<file path="config.mk">
export PLATFORM = sky130hd
export DESIGN_NAME = rsx_divider
export DESIGN_NICKNAME = d
export VERILOG_FILES = /design/src/design/rsx_pkg.sv /design/src/design/rsx_divider.sv
export SDC_FILE = /design/constraint.sdc
export NUM_CORES = 1
export LEC_CHECK = 0
export BUFFER_PORTS_ARGS = -buffer_cell sky130_fd_sc_hd__buf_2
export CAP_MARGIN = 25
export CORE_MARGIN = 5
export CORE_UTILIZATION = 42
export DETAILED_ROUTE_END_ITERATION = 6
export PLACE_DENSITY = 0.59
export SKIP_CTS_REPAIR_TIMING = 1
export SYNTH_ARGS = -nofsm -noshare
export SYNTH_HDL_FRONTEND = slang
export SYNTH_SLANG_ARGS = --single-unit
</file>
<file path="constraint.sdc">
create_clock -name clk_i -period 7.9 [get_ports clk_i]
set_clock_uncertainty 0.2 [all_clocks]
set_input_delay 0.395 -clock clk_i [delete_from_list [all_inputs] [get_ports clk_i]]
set_output_delay 0.395 -clock clk_i [all_outputs]
set_load 0.01 [all_outputs]
</file>
<file path="src/design/rsx_pkg.sv">
// rsx_pkg: shared types, constants and helpers for the reservoir sampler
// no dependencies; imported by every design module of the block
`timescale 1ns / 1ps

package rsx_pkg;

  // fixed field widths
  localparam int DATA_W     = 64;
  localparam int CAP_W      = 5;
  localparam int SLOT_W     = 4;
  localparam int CFG_IDX_W  = 2;
  localparam int SLOT_EXT_W = 9;   // holds any slot index up to 256
  localparam int HALF_W     = DATA_W / 2;
  localparam int DIV_CNT_W  = $clog2(DATA_W);

  localparam int DEFAULT_MAX_SLOTS = 16;
  localparam logic [CAP_W-1:0] CAP_RESET = 5'd16;

  // register indexes
  localparam logic [CFG_IDX_W-1:0] CFG_CAPACITY = 2'd0;
  localparam logic [CFG_IDX_W-1:0] CFG_SEED     = 2'd1;

  // item kinds
  localparam logic KIND_OBSERVE = 1'b0;
  localparam logic KIND_READ    = 1'b1;

  // splitmix64 constants
  localparam logic [DATA_W-1:0] MIX_GOLDEN = 64'h9e3779b97f4a7c15;
  localparam logic [DATA_W-1:0] MIX_MUL1   = 64'hbf58476d1ce4e5b9;
  localparam logic [DATA_W-1:0] MIX_MUL2   = 64'h94d049bb133111eb;

  // xoshiro256** shift and rotate amounts
  localparam int XO_SHIFT = 17;
  localparam int XO_ROT   = 45;

  typedef enum logic [3:0] {
    ST_SEED_ADD,
    ST_SEED_M1GO,
    ST_SEED_M1WAIT,
    ST_SEED_M2GO,
    ST_SEED_M2WAIT,
    ST_IDLE,
    ST_DRAW,
    ST_DIV_GO,
    ST_DIV_WAIT,
    ST_DONE
  } rsx_state_e;

  typedef struct packed {
    logic [DATA_W-1:0] stamp;
    logic [DATA_W-1:0] word;
  } slot_entry_t;

  function automatic logic [DATA_W-1:0] rotl64(input logic [DATA_W-1:0] v, input int r);
    rotl64 = (v << r) | (v >> (DATA_W - r));
  endfunction

endpackage

</file>
<file path="src/design/rsx_divider.sv">
// rsx_divider: radix-2 restoring remainder unit, one dividend bit per cycle
// depends on rsx_pkg
`timescale 1ns / 1ps

module rsx_divider (
  input  logic                      clk_i,
  input  logic                      rst_ni,
  input  logic                      start_i,
  input  logic [rsx_pkg::DATA_W-1:0] dividend_i,
  input  logic [rsx_pkg::DATA_W-1:0] divisor_i,
  output logic                      done_o,
  output logic [rsx_pkg::DATA_W-1:0] rem_o
);
  import rsx_pkg::*;

  logic [DATA_W-1:0]    rem_q, dvd_q, dvs_q, rem_next;
  logic [DIV_CNT_W-1:0] cnt_q;
  logic                 busy_q, done_q;
  logic [DATA_W:0]      trial, diff;

  assign trial    = {rem_q, dvd_q[DATA_W-1]};
  assign diff     = trial - {1'b0, dvs_q};
  assign rem_next = diff[DATA_W] ? trial[DATA_W-1:0] : diff[DATA_W-1:0];

  always_ff @(posedge clk_i or negedge rst_ni) begin
    if (!rst_ni) begin
      busy_q <= 1'b0;
      done_q <= 1'b0;
      cnt_q  <= '0;
    end else if (start_i) begin
      busy_q <= 1'b1;
      done_q <= 1'b0;
      cnt_q  <= '0;
    end else if (busy_q) begin
      cnt_q <= cnt_q + 1'b1;
      if (cnt_q == DIV_CNT_W'(DATA_W - 1)) begin
        busy_q <= 1'b0;
        done_q <= 1'b1;
      end
    end else begin
      done_q <= 1'b0;
    end
  end

  always_ff @(posedge clk_i) begin
    if (start_i) begin
      rem_q <= '0;
      dvd_q <= dividend_i;
      dvs_q <= divisor_i;
    end else if (busy_q) begin
      rem_q <= rem_next;
      dvd_q <= {dvd_q[DATA_W-2:0], 1'b0};
    end
  end

  assign done_o = done_q;
  assign rem_o  = rem_q;

  // the remainder is below the divisor when done
  a_rem_bound: assert property (@(posedge clk_i) disable iff (!rst_ni)
    done_q |-> rem_q < dvs_q)
    else $error("remainder not below divisor");

  // done only follows a running division
  a_done_after_busy: assert property (@(posedge clk_i) disable iff (!rst_ni)
    $rose(done_q) |-> $past(busy_q))
    else $error("done without division");

  // a started division runs
  a_start_busy: assert property (@(posedge clk_i) disable iff (!rst_ni)
    start_i |=> busy_q && !done_q)
    else $error("division did not start");

endmodule

</file>
Word level (Yosys, flattened, before mapping)

Index checks and enable logic that the tools add are counted.
Widths: inputs -> output; s select.

Bits of input ports: 131
Word-level logic and storage cells: 22
Flip-flop bits (word level): 200
Output and inout bits: 65

Reductions and logical operators: 1
Equality and inequality tests: 2
Add/subtract/negate cells: 2
Muxes and demuxes: 11

Operators with widths:

| operator            | count |
|---|---|
| $mux 64             | 3 |
| $sub 65x64->65      | 1 |
| $mux 6              | 2 |
| $add 6x1->6 const B | 1 |
| $eq 6x6->1 const B  | 1 |
| $mux 1              | 6 |
| $ne 3x2->1 const B  | 1 |
| $reduce_bool 2->1   | 1 |

Logic depth before layout (Yosys ltp)

Depth after elaboration: 4
Depth in mapped cells: 14
Depth with buffers taken out: 13

Worst setup path after synthesis

OpenSTA, ideal clock, no wires.

Path type: register to register
Start point: register dvd_q[63]
End point: register rem_q[1], in the netlist rem_o[1]
Library setup time: 0.117 ns
Buffers on the path: 1
Cell stages (with the launch flop): 15
Arrival time: 3.230 ns
Data required time: 7.583 ns
Clock period less this slack: 3.548 ns
Setup slack: 4.352 ns
Cells stage by stage: edfxtp_1 > inv_1 > ha_1 > fa_1 > nand2b_2 > a21o_1 > a31o_2 > o311ai_4 > a31oi_4 > o22ai_4 > a31oi_4 > xnor2_4 > buf_6 > nand2_1 > a32o_1

Cells in the longest elaborated chain, start to end: 2

Ends and longest elaborated chain:

| element                | RTL line          | text |
|---|---|---|
| start, declared        | rsx_divider.sv:16 | `logic [DATA_W-1:0] rem_q, dvd_q, dvs_q, rem_next;` |
| start signal, assigned | rsx_divider.sv:48 | `dvd_q <= dividend_i;` |
| start signal, assigned | rsx_divider.sv:52 | `dvd_q <= {dvd_q[DATA_W-2:0], 1'b0};` |
| $sub 65x64->65         | rsx_divider.sv:22 | `assign diff = trial - {1'b0, dvs_q};` |
| $mux 64                | rsx_divider.sv:23 | `assign rem_next = diff[DATA_W] ? trial[DATA_W-1:0] : diff[DATA_W-1:0];` |
| end signal, assigned   | rsx_divider.sv:51 | `rem_q <= rem_next;` |
| end, declared          | rsx_divider.sv:16 |  |

Every way passes these cells.
A chain may end at the register's enable or synchronous reset.

Worst setup path after layout

Start point: register dvd_q[63]
End point: register rem_q[27], in the netlist rem_o[27]

The elaborated chain is that of the path after synthesis.

==> run_results.csv <==
group,metric,value,unit
logic_synthesis,async_flop_share,0.0400,
floorplan,start_util,0.423,
logic_synthesis,synth_top_flop_cell,"edfxtp_1",
routing,wl_per_cell,17.4,um
clocking,clk_pin_slew_worst_paths,80,ps
timing,hold_violations,0,
cells_and_area,syn_to_final_growth,20.4,%
clocking,clkLatencyLatePin,460,ps
timing,slew_violations,0,
clocking,htree_levels,4,
timing,fmax,212,MHz
pwr,ir_worst_vdd,0.148,mV
pwr,power_leakage,6.44,nW
cells_and_area,fin_nets,1674,
grt,grt_usage,0.195,
worst_setup_path,crit_path_end_kind,"flop",
cells_and_area,final_common_cell,"buf_2",
cells_and_area,diodes,0,
run_status,status,"complete, no violations",
clocking,cts-root-buf,"clkbuf_16",
timing,fin_crit_sh,0.596,
logic_synthesis,synth_area,12100,um^2
cells_and_area,design_area,14500,um^2
routing,vias,10100,
timing,finalSetupTns,0,ps
routing,drc,0,
routing,first_pass_iters,5,
logic_synthesis,ys_types,67,
grt,antenna_found_initial,2,
routing,drt_iter0_drc,572,
logic_synthesis,synthesis.nets,1457,
routing,detail-route-antenna-nets,0,
pwr,internal_power,1.86,mW
pwr,combPwrFrac,0.191,
cells_and_area,final_util,0.509,
placement,port_buffers,195,
logic_synthesis,synth_area_per_cell,9.59,um^2
pwr,swShare,0.299,
routing,viasPerCell,5.40,
floorplan,die_x,180,um
placement,place_hpwl,24100,um
logic_synthesis,ys_warn_count,0,
logic_synthesis,synth_top_area_share,0.318,
grt,grt_overflow,0,
routing,drt-total-wl,32500,um
grt,grt_pass1_vias,9706,
hold_path,worstHoldPathType,"input port to flop",
clocking,clockBufferDepth,2,
placement,globalplace.congestion,0.923,
pwr,power.total,2.65,mW
routing,routed.top_layer,"met5",
clocking,cts_made_buffers,17,
floorplan,rows,62,
worst_setup_path,critical_path_class,"flop to flop",
pwr,clock_power_share,0.342,
logic_synthesis,netlist_instances,1260,
timing,fin_hold_ws,34.2,ps
worst_setup_path,worst-path-max-fanout,35,
worst_setup_path,cp.required,8040,ps
logic_synthesis,yosys.area.top_type,"edfxtp_1",
pwr,power_density,182,nW/um^2
routing,wl_met2,14500,um
cells_and_area,final_cell_mix,"buf_2, nand2_1, edfxtp_1",
placement,post_dp_cell_area,13300,um^2
grt,grt_max_degree,82,
logic_synthesis,synth.ff_latch_count,200,
clocking,cts_tree,"yes",
routing,route.met3.wl,2360,um
logic_synthesis,ys_seq_area_frac,0.441,
timing,rsz0062_at_grt,"false",
logic_synthesis,synth_edf_count,128,
floorplan,ioPinCount,196,
placement,place_ws,3250,ps
worst_setup_path,start_kind,"flop",
grt,grt_pass1_wl,52200,um
logic_synthesis,synth.area.top_cells,"edfxtp_1, dfxtp_1, ha_1",
run,cap_violations,0,
timing,worst_pin_slew,1120,ps
floorplan,core-area,28500,um^2
cells_and_area,drive_gt1_frac,0.212,
timing,setup_viol,0,
clocking,numClockSinks,200,
floorplan,dieArea,32200,um^2
timing,worst_slack,3190,ps
timing,fin_crit,4710,ps
routing,drt-met1-wl,15000,um
timing,relSlewSlack,0.237,
worst_setup_path,arrival,4840,ps
pwr,power.net_switching,0.791,mW
cells_and_area,final_cells,1874,
pwr,p_seq_frac,0.468,
placement,place_inst,1777,
floorplan,die_h,180,um
layer usage:
metal	track usage	vias up
met5	0	-
met2	0.300	305
met3	0.0689	49
met1	0.261	4765
met4	0.0573	4
li1	-	5000
flip-flops by register name, indices dropped and copies added, names as in the netlist:
signal	count
dvd_q	64
dvs_q	64
rem_o	64
cnt_q	6
busy_q	1
done_o	1
layout make-up:
cell class | count | area, um^2
clock buffer | 18 | 439
clock inverter | 14 | 175
fill | 2737 | 14000
inverter | 83 | 312
multi-input combinational | 908 | 6120
sequential | 200 | 5330
tap | 384 | 480
timing repair buffer | 267 | 1690
logic make-up (layout without fill, tap and decap cells):
kind of cell	after synthesis	after routing	share of synthesized area
xor gates and xnor gates	60	60	0.0466
AOI/OAI and AO/OA	311	311	0.179
DFF	200	200	0.441
and+or+nand+nor	399	399	0.146
buffers and inverters	152	382	0.0521
adders and majority gates	66	66	0.0690
muxes	72	72	0.0663
critical path: stages (launching register included):
cell and delay (ps):
edfxtp_1 330, inv_1 50, ha_1 220, fa_1 380, nand2b_2 200, a21o_1 180
a31o_2 240, o311ai_4 420, a31oi_4 200, o22ai_4 210, a31oi_4 240, xnor2_4 750
buf_4 490, nand2_1 110, a311oi_1 320
final timing paths:
path	startpoint	endpoint	slack, ps	cells past startpoint
worst max register to register	dvd_q[63]	rem_o[27]	3190	14
worst min register to register	rem_o[14]	rem_o[15]	310	2
min in group asynchronous	rst_ni	cnt_q[1]	150	2
max in group asynchronous	rst_ni	busy_q	7160	2
worst max-delay path	dvd_q[63]	rem_o[27]	3190	14
worst min-delay path	dividend_i[0]	dvd_q[0]	30	2
power groups by stage:
stage / Clock (mW) / Combinational, mW / Sequential [mW]
2_1_floorplan: 0 / 0.333 / 1.26
6_report: 0.905 / 0.506 / 1.24
4_1_cts: 0.936 / 0.481 / 1.24
3_3_place_gp: 0 / 0.475 / 1.26
5_1_grt: 0.978 / 0.561 / 1.25
3_5_place_dp: 0 / 0.479 / 1.26
cell usage after synthesis, types with 3 or more instances:
| cell type | count |
|---|---|
| nand2_1 | 181 |
| edfxtp_1 | 128 |
| nor2_1 | 106 |
| a21oi_1 | 88 |
| inv_1 | 83 |
| ha_1 | 65 |
| dfxtp_1 | 64 |
| mux2_2 | 64 |
| clkbuf_1 | 51 |
| a311oi_1 | 46 |
| o21ai_0 | 42 |
| a21o_1 | 40 |
| xnor2_1 | 30 |
| xor2_1 | 28 |
| nand4_1 | 20 |
| o21bai_1 | 17 |
| nand3_1 | 16 |
| and3_1 | 14 |
| nor3_1 | 13 |
| buf_2 | 11 |
| o211ai_1 | 10 |
| a31oi_1 | 9 |
| nand2b_1 | 9 |
| nor4_1 | 9 |
| dfrtp_1 | 8 |
| mux2i_1 | 8 |
| o21a_1 | 8 |
| and2_1 | 7 |
| buf_6 | 6 |
| nor2b_1 | 6 |
| o31ai_1 | 6 |
| a211oi_1 | 4 |
| nor3b_1 | 4 |
| o21ai_1 | 4 |
| or2_2 | 4 |
| or3_1 | 4 |
| a211o_1 | 3 |
| a31o_2 | 3 |
| a41o_1 | 3 |
| a41oi_1 | 3 |
| o221ai_1 | 3 |
No activity file was read; power rests on OpenSTA's default activity.
