`src/design/rsx_pkg.sv`:
```
// rsx_pkg: shared types, constants and helpers for the reservoir sampler
// no dependencies; imported by every design module of the block
`timescale 1ns / 1ps

package rsx_pkg;

  // fixed field widths
  localparam int DATA_W     = 64;
  localparam int CAP_W      = 5;
  localparam int SLOT_W     = 4;
  localparam int CFG_IDX_W  = 2;
  localparam int SLOT_EXT_W = 9;   // holds any slot index up to 256
  localparam int HALF_W     = DATA_W / 2;
  localparam int DIV_CNT_W  = $clog2(DATA_W);

  localparam int DEFAULT_MAX_SLOTS = 16;
  localparam logic [CAP_W-1:0] CAP_RESET = 5'd16;

  // register indexes
  localparam logic [CFG_IDX_W-1:0] CFG_CAPACITY = 2'd0;
  localparam logic [CFG_IDX_W-1:0] CFG_SEED     = 2'd1;

  // item kinds
  localparam logic KIND_OBSERVE = 1'b0;
  localparam logic KIND_READ    = 1'b1;

  // splitmix64 constants
  localparam logic [DATA_W-1:0] MIX_GOLDEN = 64'h9e3779b97f4a7c15;
  localparam logic [DATA_W-1:0] MIX_MUL1   = 64'hbf58476d1ce4e5b9;
  localparam logic [DATA_W-1:0] MIX_MUL2   = 64'h94d049bb133111eb;

  // xoshiro256** shift and rotate amounts
  localparam int XO_SHIFT = 17;
  localparam int XO_ROT   = 45;

  typedef enum logic [3:0] {
    ST_SEED_ADD,
    ST_SEED_M1GO,
    ST_SEED_M1WAIT,
    ST_SEED_M2GO,
    ST_SEED_M2WAIT,
    ST_IDLE,
    ST_DRAW,
    ST_DIV_GO,
    ST_DIV_WAIT,
    ST_DONE
  } rsx_state_e;

  typedef struct packed {
    logic [DATA_W-1:0] stamp;
    logic [DATA_W-1:0] word;
  } slot_entry_t;

  function automatic logic [DATA_W-1:0] rotl64(input logic [DATA_W-1:0] v, input int r);
    rotl64 = (v << r) | (v >> (DATA_W - r));
  endfunction

endpackage

```
`src/design/rsx_mul64lo.sv`:
```
// rsx_mul64lo: low 64 bits of a 64x64 product, built from one 32x32 multiplier
// used over three partial products; depends on rsx_pkg
`timescale 1ns / 1ps

module rsx_mul64lo (
  input  logic                      clk_i,
  input  logic                      rst_ni,
  input  logic                      start_i,
  input  logic [rsx_pkg::DATA_W-1:0] a_i,
  input  logic [rsx_pkg::DATA_W-1:0] b_i,
  output logic                      done_o,
  output logic [rsx_pkg::DATA_W-1:0] prod_o
);
  import rsx_pkg::*;

  logic [DATA_W-1:0] a_q, b_q, acc_q, prod_q;
  logic [1:0]        cnt_q;
  logic              busy_q, done_q;
  logic [HALF_W-1:0] op_a, op_b;
  logic [DATA_W-1:0] addend;

  // partial product select: low*low, low*high, high*low
  always_comb begin
    case (cnt_q)
      2'd0: begin
        op_a = a_q[HALF_W-1:0];
        op_b = b_q[HALF_W-1:0];
      end
      2'd1: begin
        op_a = a_q[HALF_W-1:0];
        op_b = b_q[DATA_W-1:HALF_W];
      end
      2'd2: begin
        op_a = a_q[DATA_W-1:HALF_W];
        op_b = b_q[HALF_W-1:0];
      end
      default: begin
        op_a = '0;
        op_b = '0;
      end
    endcase
  end

  // first product lands unshifted, cross products go to the upper half
  assign addend = (cnt_q == 2'd1) ? prod_q : {prod_q[HALF_W-1:0], {HALF_W{1'b0}}};

  always_ff @(posedge clk_i or negedge rst_ni) begin
    if (!rst_ni) begin
      busy_q <= 1'b0;
      done_q <= 1'b0;
      cnt_q  <= '0;
    end else if (start_i) begin
      busy_q <= 1'b1;
      done_q <= 1'b0;
      cnt_q  <= '0;
    end else if (busy_q) begin
      cnt_q <= cnt_q + 2'd1;
      if (cnt_q == 2'd3) begin
        busy_q <= 1'b0;
        done_q <= 1'b1;
      end
    end else begin
      done_q <= 1'b0;
    end
  end

  always_ff @(posedge clk_i) begin
    if (start_i) begin
      a_q   <= a_i;
      b_q   <= b_i;
      acc_q <= '0;
    end else if (busy_q) begin
      if (cnt_q != 2'd3) begin
        prod_q <= op_a * op_b;
      end
      if (cnt_q != 2'd0) begin
        acc_q <= acc_q + addend;
      end
    end
  end

  assign done_o = done_q;
  assign prod_o = acc_q;

endmodule

```
`config.mk`:
```
export PLATFORM = sky130hd
export DESIGN_NAME = rsx_mul64lo
export DESIGN_NICKNAME = d
export VERILOG_FILES = /design/src/design/rsx_pkg.sv /design/src/design/rsx_mul64lo.sv
export SDC_FILE = /design/constraint.sdc
export NUM_CORES = 2
export LEC_CHECK = 0
export ABC_AREA = 1
export BUFFER_PORTS_ARGS = -buffer_cell sky130_fd_sc_hd__clkbuf_2
export CORE_MARGIN = 5
export CORE_UTILIZATION = 47
export DETAILED_ROUTE_END_ITERATION = 10
export GPL_TIMING_DRIVEN = 0
export PLACE_DENSITY_LB_ADDON = 0.12
export SLEW_MARGIN = 20
export SYNTH_ARGS = -nofsm -noshare
export SYNTH_HDL_FRONTEND = slang
export SYNTH_SLANG_ARGS = --single-unit
```
`constraint.sdc`:
```
create_clock -name clk_i -period 10.7 [get_ports clk_i]
set_clock_uncertainty 0.2 [all_clocks]
set_input_delay 1.07 -clock clk_i [delete_from_list [all_inputs] [get_ports clk_i]]
set_output_delay 1.07 -clock clk_i [all_outputs]
set_load 0.01 [all_outputs]
```
Word-level counts from Yosys, hierarchy flattened
Index checks and enable logic that the tools add are counted.
{"block": "word_totals", "reg_bits": 260, "in_bits": 131, "wordCells": 34, "out_inout_bits": 65}
{"block": "classes", "bitwise": 1, "n_mux": 11, "n_mul": 1, "reduce_logical": 7, "n_eq_ne": 5, "add_sub_neg": 2}
{"cell": "$pmux 32 s2", "count": 2}
{"cell": "$add 64x64->64", "count": 1}
{"cell": "$mul 32x32->64", "count": 1}
{"cell": "$mux 64", "count": 1}
{"cell": "$mux 1", "count": 6}
{"cell": "$eq 2x2->1 const B", "count": 2}
{"cell": "$mux 2", "count": 2}
{"cell": "$reduce_bool 2->1", "count": 2}
{"cell": "$reduce_or 2->1", "count": 2}
{"cell": "$ne 3x2->1 const B", "count": 1}
{"cell": "$reduce_and 3->1", "count": 1}
{"cell": "$add 2x1->2 const B", "count": 1}
{"cell": "$eq 2x1->1 const B", "count": 1}
{"cell": "$logic_not 2->1", "count": 1}
{"cell": "$ne 2x2->1 const B", "count": 1}
{"cell": "$reduce_and 2->1", "count": 1}
{"cell": "$not 1->1", "count": 1}

Depth between registers and ports, before layout
{"block": "depth", "depth_word": 4, "mapped_depth": 37, "depth_no_buf": 34}

Least setup slack after synthesis
No wires, ideal clock.
{"block": "synth_path", "path_type": "register to register", "startpoint": "register cnt_q[0]", "endpoint": "register prod_q[51], data pin", "arrival_ns": 7.197, "t_required_ns": 10.239, "path_stages_with_launch": 33, "period_less_slack_ns": 7.658, "setup_ns": 0.261, "path_buffers": 4, "setup_slack_ns": 3.042, "cell_sequence": "dfrtp_1 inv_2 buf_2 ha_1 buf_2 clkbuf_1 a22oi_1 nor2_1 buf_2 nand2_1 fa_1 inv_1 fa_1 inv_1 fa_1 inv_1 fa_1 fa_1 inv_1 fa_1 fa_1 fa_1 inv_1 ha_1 a21oi_1 nor2_1 nor2_1 inv_1 a21oi_1 inv_1 o21bai_1 nand3_1 xor2_1"}
{"block": "synth_between", "elab_chain_len": 4, "elab_cells_between_ends": 8, "cone_classes": "1 x mul; 2 x eq/ne; 2 x mux; 3 x reduce/logical"}
{"element": "from (decl)", "line": "rsx_mul64lo.sv:17", "rtl": "logic [1:0] cnt_q;"}
{"element": "from (signal assigned)", "line": "rsx_mul64lo.sv:57", "rtl": "cnt_q <= cnt_q + 2'd1;"}
{"element": "$eq 2x1->1, or another cell as far along", "line": "rsx_mul64lo.sv:24", "rtl": "case (cnt_q)"}
{"element": "$reduce_or 2->1 (no line)"}
{"element": "$pmux 32 s2", "line": "rsx_mul64lo.sv:24"}
{"element": "$mul 32x32->64 (*)", "line": "rsx_mul64lo.sv:74", "rtl": "prod_q <= op_a * op_b;"}
{"element": "to (signal assigned)", "line": "rsx_mul64lo.sv:74"}
{"element": "to (decl)", "line": "rsx_mul64lo.sv:16", "rtl": "logic [DATA_W-1:0] a_q, b_q, acc_q, prod_q;"}
Mark *: on every way between the ends. The rest lies on a longest branch, timed or not.
A chain may end at the register's enable or synchronous reset.

Worst setup path after layout
{"block": "layout_path", "startpoint": "register cnt_q[0]", "endpoint": "register prod_q[29], data pin"}
Same word-level chain as after synthesis.

==> results.md <==
- Hold violation total from the final report: 0
- TritonCTS Sinks: 260
- Most instantiated flip-flop cell in the synthesis netlist: sky130_fd_sc_hd__edfxtp_1
- Largest family of logic cells by synthesized area: adder cells
- Post-synth net total: 7593
- Routability congestion estimate: 1.08
- Fin crit period: 10.39 ns
- Filler cell count: 10500
- Worst Hold Class: input pin to async pin
- Library cell with the largest summed area after synthesis: sky130_fd_sc_hd__fa_1
- Share of synthesized area spent on multiplexers: 0
- Number of standard-cell rows in the floorplan: 118
- Setup TNS Final: 0 ns
- Portion of the post-synthesis area used by sequential elements: 0.146
- Status: completed
- Required time worst endpoint: 10.85 ns
- Register Area: 7150 um^2
- Post-synthesis register bit count: 260
- X dimension of the die: 333 um
- Netlist area before placement: 49000 um^2
- Clock buffer depth: 3
- GRT Total Usage: 0.375
- Capturing point of the worst reg2reg path: prod_q[29]
- Number of flops mapped to enable cells by yosys: 192
- Fmax: 0.0963 GHz
- GR Overflow Total: 0
- XOR/XNOR share of the synthesized area: 0.0134
- Worst skew pair latency: 0.58 ns
- Number of H-tree levels: 2
- Port-buffer cells: 195
- Full die area: 111000 um^2
- Remaining routing DRC violations: 0
- Via Count: 42700
- Iter 0 DRT Violations: 4360
- Count of hold buffers inserted by post-cts repair: 0
- Final slew viol count: 0
- Count of unique library cells instantiated by Yosys: 50
- P&R area growth vs syn: 8.27%
- Setup Crit Path Kind: flop to flop
- Global-route wire length before repair: 298000 um
- R2r worst-path depth: 26
- Count of warnings emitted by yosys: 0
- Detailed Routing Iterations Pass 1: 8
- Wirelength per Cell: 26.6 um
- Fraction of registers with async set/reset: 0.0154
- Synth Area in Compound Gates: 0.0420
- Number of setup buffers added after CTS: 0
- Ranking of synthesized cells by area: sky130_fd_sc_hd__fa_1 (37%), sky130_fd_sc_hd__edfxtp_1 (12%), sky130_fd_sc_hd__nand2_1 (11%), sky130_fd_sc_hd__inv_1 (11%), sky130_fd_sc_hd__ha_1 (8.4%)
- Die Ht: 333 um
- Initial antenna violation count: 9
- Area of combinational cells with multiple inputs: 35400 um^2
- Adder-cell area share of the yosys netlist: 0.451
- Fraction of layout cells with a size suffix above 1: 0.0844
- Number of top-level pins: 196
- Setup slack on the worst flop-to-flop path: 0.31 ns
- Startpoint type of the worst setup path: flop
- DP HPWL: 178000 um
- Setup Viol. Count Final: 0
- Mapped Avg Cell Area: 7.86 um^2
- Post-route clock period utilization: 0.971
- Arrival time of the worst setup path: 10.53 ns
- Fraction of post-synthesis cell area in the top cell type by area: 0.367
- Routed WL: 210000 um
- Sort of element at the end of the critical path: flop
- Vias per cell: 5.42
- Core Footprint: 103000 um^2
- Critical R2R Launch: cnt_q[0]
- Max-cap violations: 0
- Total number of nets in the final design: 7830
- CTS buffer count: 34
- Worst-margin pin slew: 1.33 ns
- Resized cells post-CTS: 0
- Residual antenna-violating net count after detailed routing: 0
- Number of global-route vias before repair: 42900
- CTS tree: built
- Setup repair after global routing missed its margin: false
- Worst Path Max Fanout: 10
- Cell chosen for the clock root: sky130_fd_sc_hd__clkbuf_16
- Synthesized netlist cell count: 6235
- Clock-pin slew on the worst setup and hold paths: 0.06 ns
- Worst max-slew margin expressed relative to the limit: 0.113
- Pin count of the biggest net entering global routing: 96
- Synthesized-area fraction occupied by and/or/nand/nor cells: 0.215
- Starting Density: 0.473
## per-layer routing
metal | GRT usage | wire (um)
met5 | 0.00255 | 80
met4 | 0.155 | 11700
met1 | 0.495 | 82000
met3 | 0.126 | 26100
met2 | 0.571 | 89600
## sequential cells by signal (all words and copies together), names as in the netlist
signal,cells
cnt_q,2
prod_o,64
done_o,1
b_q,64
prod_q,64
busy_q,1
a_q,64
## critical path, stage by stage (launching register included)
cell and delay, ns:
sky130_fd_sc_hd__dfrtp_1 0.46, sky130_fd_sc_hd__ha_1 0.30, sky130_fd_sc_hd__buf_2 0.29, sky130_fd_sc_hd__a21oi_2 0.92, sky130_fd_sc_hd__clkinv_1 0.80, sky130_fd_sc_hd__buf_2 0.54, sky130_fd_sc_hd__nor2_1 0.23, sky130_fd_sc_hd__fa_1 0.44
sky130_fd_sc_hd__fa_1 0.57, sky130_fd_sc_hd__inv_1 0.07, sky130_fd_sc_hd__fa_1 0.50, sky130_fd_sc_hd__fa_1 0.52, sky130_fd_sc_hd__inv_1 0.05, sky130_fd_sc_hd__fa_1 0.56, sky130_fd_sc_hd__fa_1 0.43, sky130_fd_sc_hd__fa_1 0.50
sky130_fd_sc_hd__inv_1 0.05, sky130_fd_sc_hd__fa_1 0.58, sky130_fd_sc_hd__inv_1 0.08, sky130_fd_sc_hd__ha_1 0.49, sky130_fd_sc_hd__nand2_1 0.14, sky130_fd_sc_hd__nor2_1 0.19, sky130_fd_sc_hd__nand2_1 0.23, sky130_fd_sc_hd__nor4_1 0.23
sky130_fd_sc_hd__nand2_1 0.15, sky130_fd_sc_hd__nand2_1 0.22, sky130_fd_sc_hd__xor2_1 0.39
## cell families after synthesis
family,count (synthesis)
AOI/OAI and AO/OA,332
xor gates and xnor gates,75
adders and majority gates,1227
buffers and inverters,1670
DFF,260
and+or+nand+nor,2671
## per-stage QoR
step | setup slack [ns] | std cells | cell area [um^2] | util | hold slack, ns
2_1_floorplan | 3.04 | 6235 | 49000 | - | 0.292
3_3_place_gp | 0.300 | 7810 | 51700 | 0.499 | 0.349
3_5_place_dp | 0.451 | 7816 | 51900 | 0.502 | 0.347
4_1_cts | 0.437 | 7875 | 53000 | 0.512 | 0.0774
5_1_grt | 0.200 | 7876 | 53000 | 0.512 | 0.0869
6_report | 0.311 | 7880 | 53000 | 0.512 | 0.102
## synthesized netlist by cell type, types with 24 or more instances
cell	instances
sky130_fd_sc_hd__nand2_1	1462
sky130_fd_sc_hd__inv_1	1442
sky130_fd_sc_hd__nor2_1	971
sky130_fd_sc_hd__fa_1	897
sky130_fd_sc_hd__ha_1	330
sky130_fd_sc_hd__edfxtp_1	192
sky130_fd_sc_hd__buf_2	137
sky130_fd_sc_hd__a21oi_1	136
sky130_fd_sc_hd__nand3_1	122
sky130_fd_sc_hd__o21ai_0	80
sky130_fd_sc_hd__dfxtp_1	64
sky130_fd_sc_hd__xor2_1	57
sky130_fd_sc_hd__clkbuf_1	47
sky130_fd_sc_hd__a21oi_2	28
sky130_fd_sc_hd__nor2_2	27
sky130_fd_sc_hd__inv_2	24
## area by class of cell
type                            instances  share of cell area
Multi-Input combinational cell       4305               0.668
Sequential cell                       260               0.135
Inverter                             1469               0.104
Tap cell                             1380              0.0326
Timing Repair Buffer                  201              0.0210
Buffer                                201              0.0184
Clock buffer                           40              0.0169
Clock inverter                         19             0.00387
Antenna cell                            5            0.000236
## worst max path at each step
stage | depth (start not counted) | end | startpoint
after floorplan | 32 | prod_q[51] | cnt_q[0]
after global placement | 29 | prod_q[55] | cnt_q[1]
after detailed placement | 28 | prod_q[55] | cnt_q[1]
after CTS | 30 | prod_q[55] | cnt_q[1]
after global routing | 26 | prod_q[55] | cnt_q[0]
final | 26 | prod_q[29] | cnt_q[0]
## cells in the final DEF (no fill, tap or decap), types with 5 or more instances in the layout
cell type | Yosys | routed
sky130_fd_sc_hd__diode_2 | 0 | 5
sky130_fd_sc_hd__nor2_1 | 971 | 969
sky130_fd_sc_hd__nor3_1 | 16 | 16
sky130_fd_sc_hd__clkbuf_16 | 0 | 35
sky130_fd_sc_hd__ha_1 | 330 | 330
sky130_fd_sc_hd__nand4_1 | 18 | 18
sky130_fd_sc_hd__nor2_2 | 27 | 28
sky130_fd_sc_hd__nand3b_1 | 5 | 5
sky130_fd_sc_hd__buf_1 | 7 | 7
sky130_fd_sc_hd__inv_2 | 24 | 24
sky130_fd_sc_hd__a21oi_1 | 136 | 134
sky130_fd_sc_hd__nand3_2 | 7 | 7
sky130_fd_sc_hd__buf_4 | 8 | 8
sky130_fd_sc_hd__nand2_2 | 22 | 22
sky130_fd_sc_hd__a21o_1 | 6 | 6
sky130_fd_sc_hd__dfxtp_1 | 64 | 64
sky130_fd_sc_hd__nand3_1 | 122 | 122
sky130_fd_sc_hd__xnor2_1 | 18 | 18
sky130_fd_sc_hd__edfxtp_1 | 192 | 192
sky130_fd_sc_hd__o211ai_1 | 6 | 6
sky130_fd_sc_hd__clkinv_4 | 0 | 5
sky130_fd_sc_hd__o21bai_1 | 15 | 15
sky130_fd_sc_hd__inv_1 | 1442 | 1442
sky130_fd_sc_hd__o21ai_0 | 80 | 80
sky130_fd_sc_hd__a22oi_1 | 20 | 20
sky130_fd_sc_hd__clkinv_1 | 3 | 5
sky130_fd_sc_hd__a21oi_4 | 1 | 11
sky130_fd_sc_hd__buf_2 | 137 | 137
sky130_fd_sc_hd__a21oi_2 | 28 | 20
sky130_fd_sc_hd__clkbuf_1 | 47 | 47
sky130_fd_sc_hd__clkbuf_2 | 0 | 199
sky130_fd_sc_hd__xor2_1 | 57 | 57
sky130_fd_sc_hd__nor4_1 | 5 | 5
sky130_fd_sc_hd__nor3_2 | 6 | 6
sky130_fd_sc_hd__a22oi_2 | 8 | 8
sky130_fd_sc_hd__o21ai_1 | 12 | 12
sky130_fd_sc_hd__fa_1 | 897 | 897
sky130_fd_sc_hd__a31oi_1 | 8 | 8
sky130_fd_sc_hd__nand2_1 | 1462 | 1462
Power is left out: the tool's default activity adds up to more than one toggle a clock period on the data nets, which glitch-free logic cannot reach.
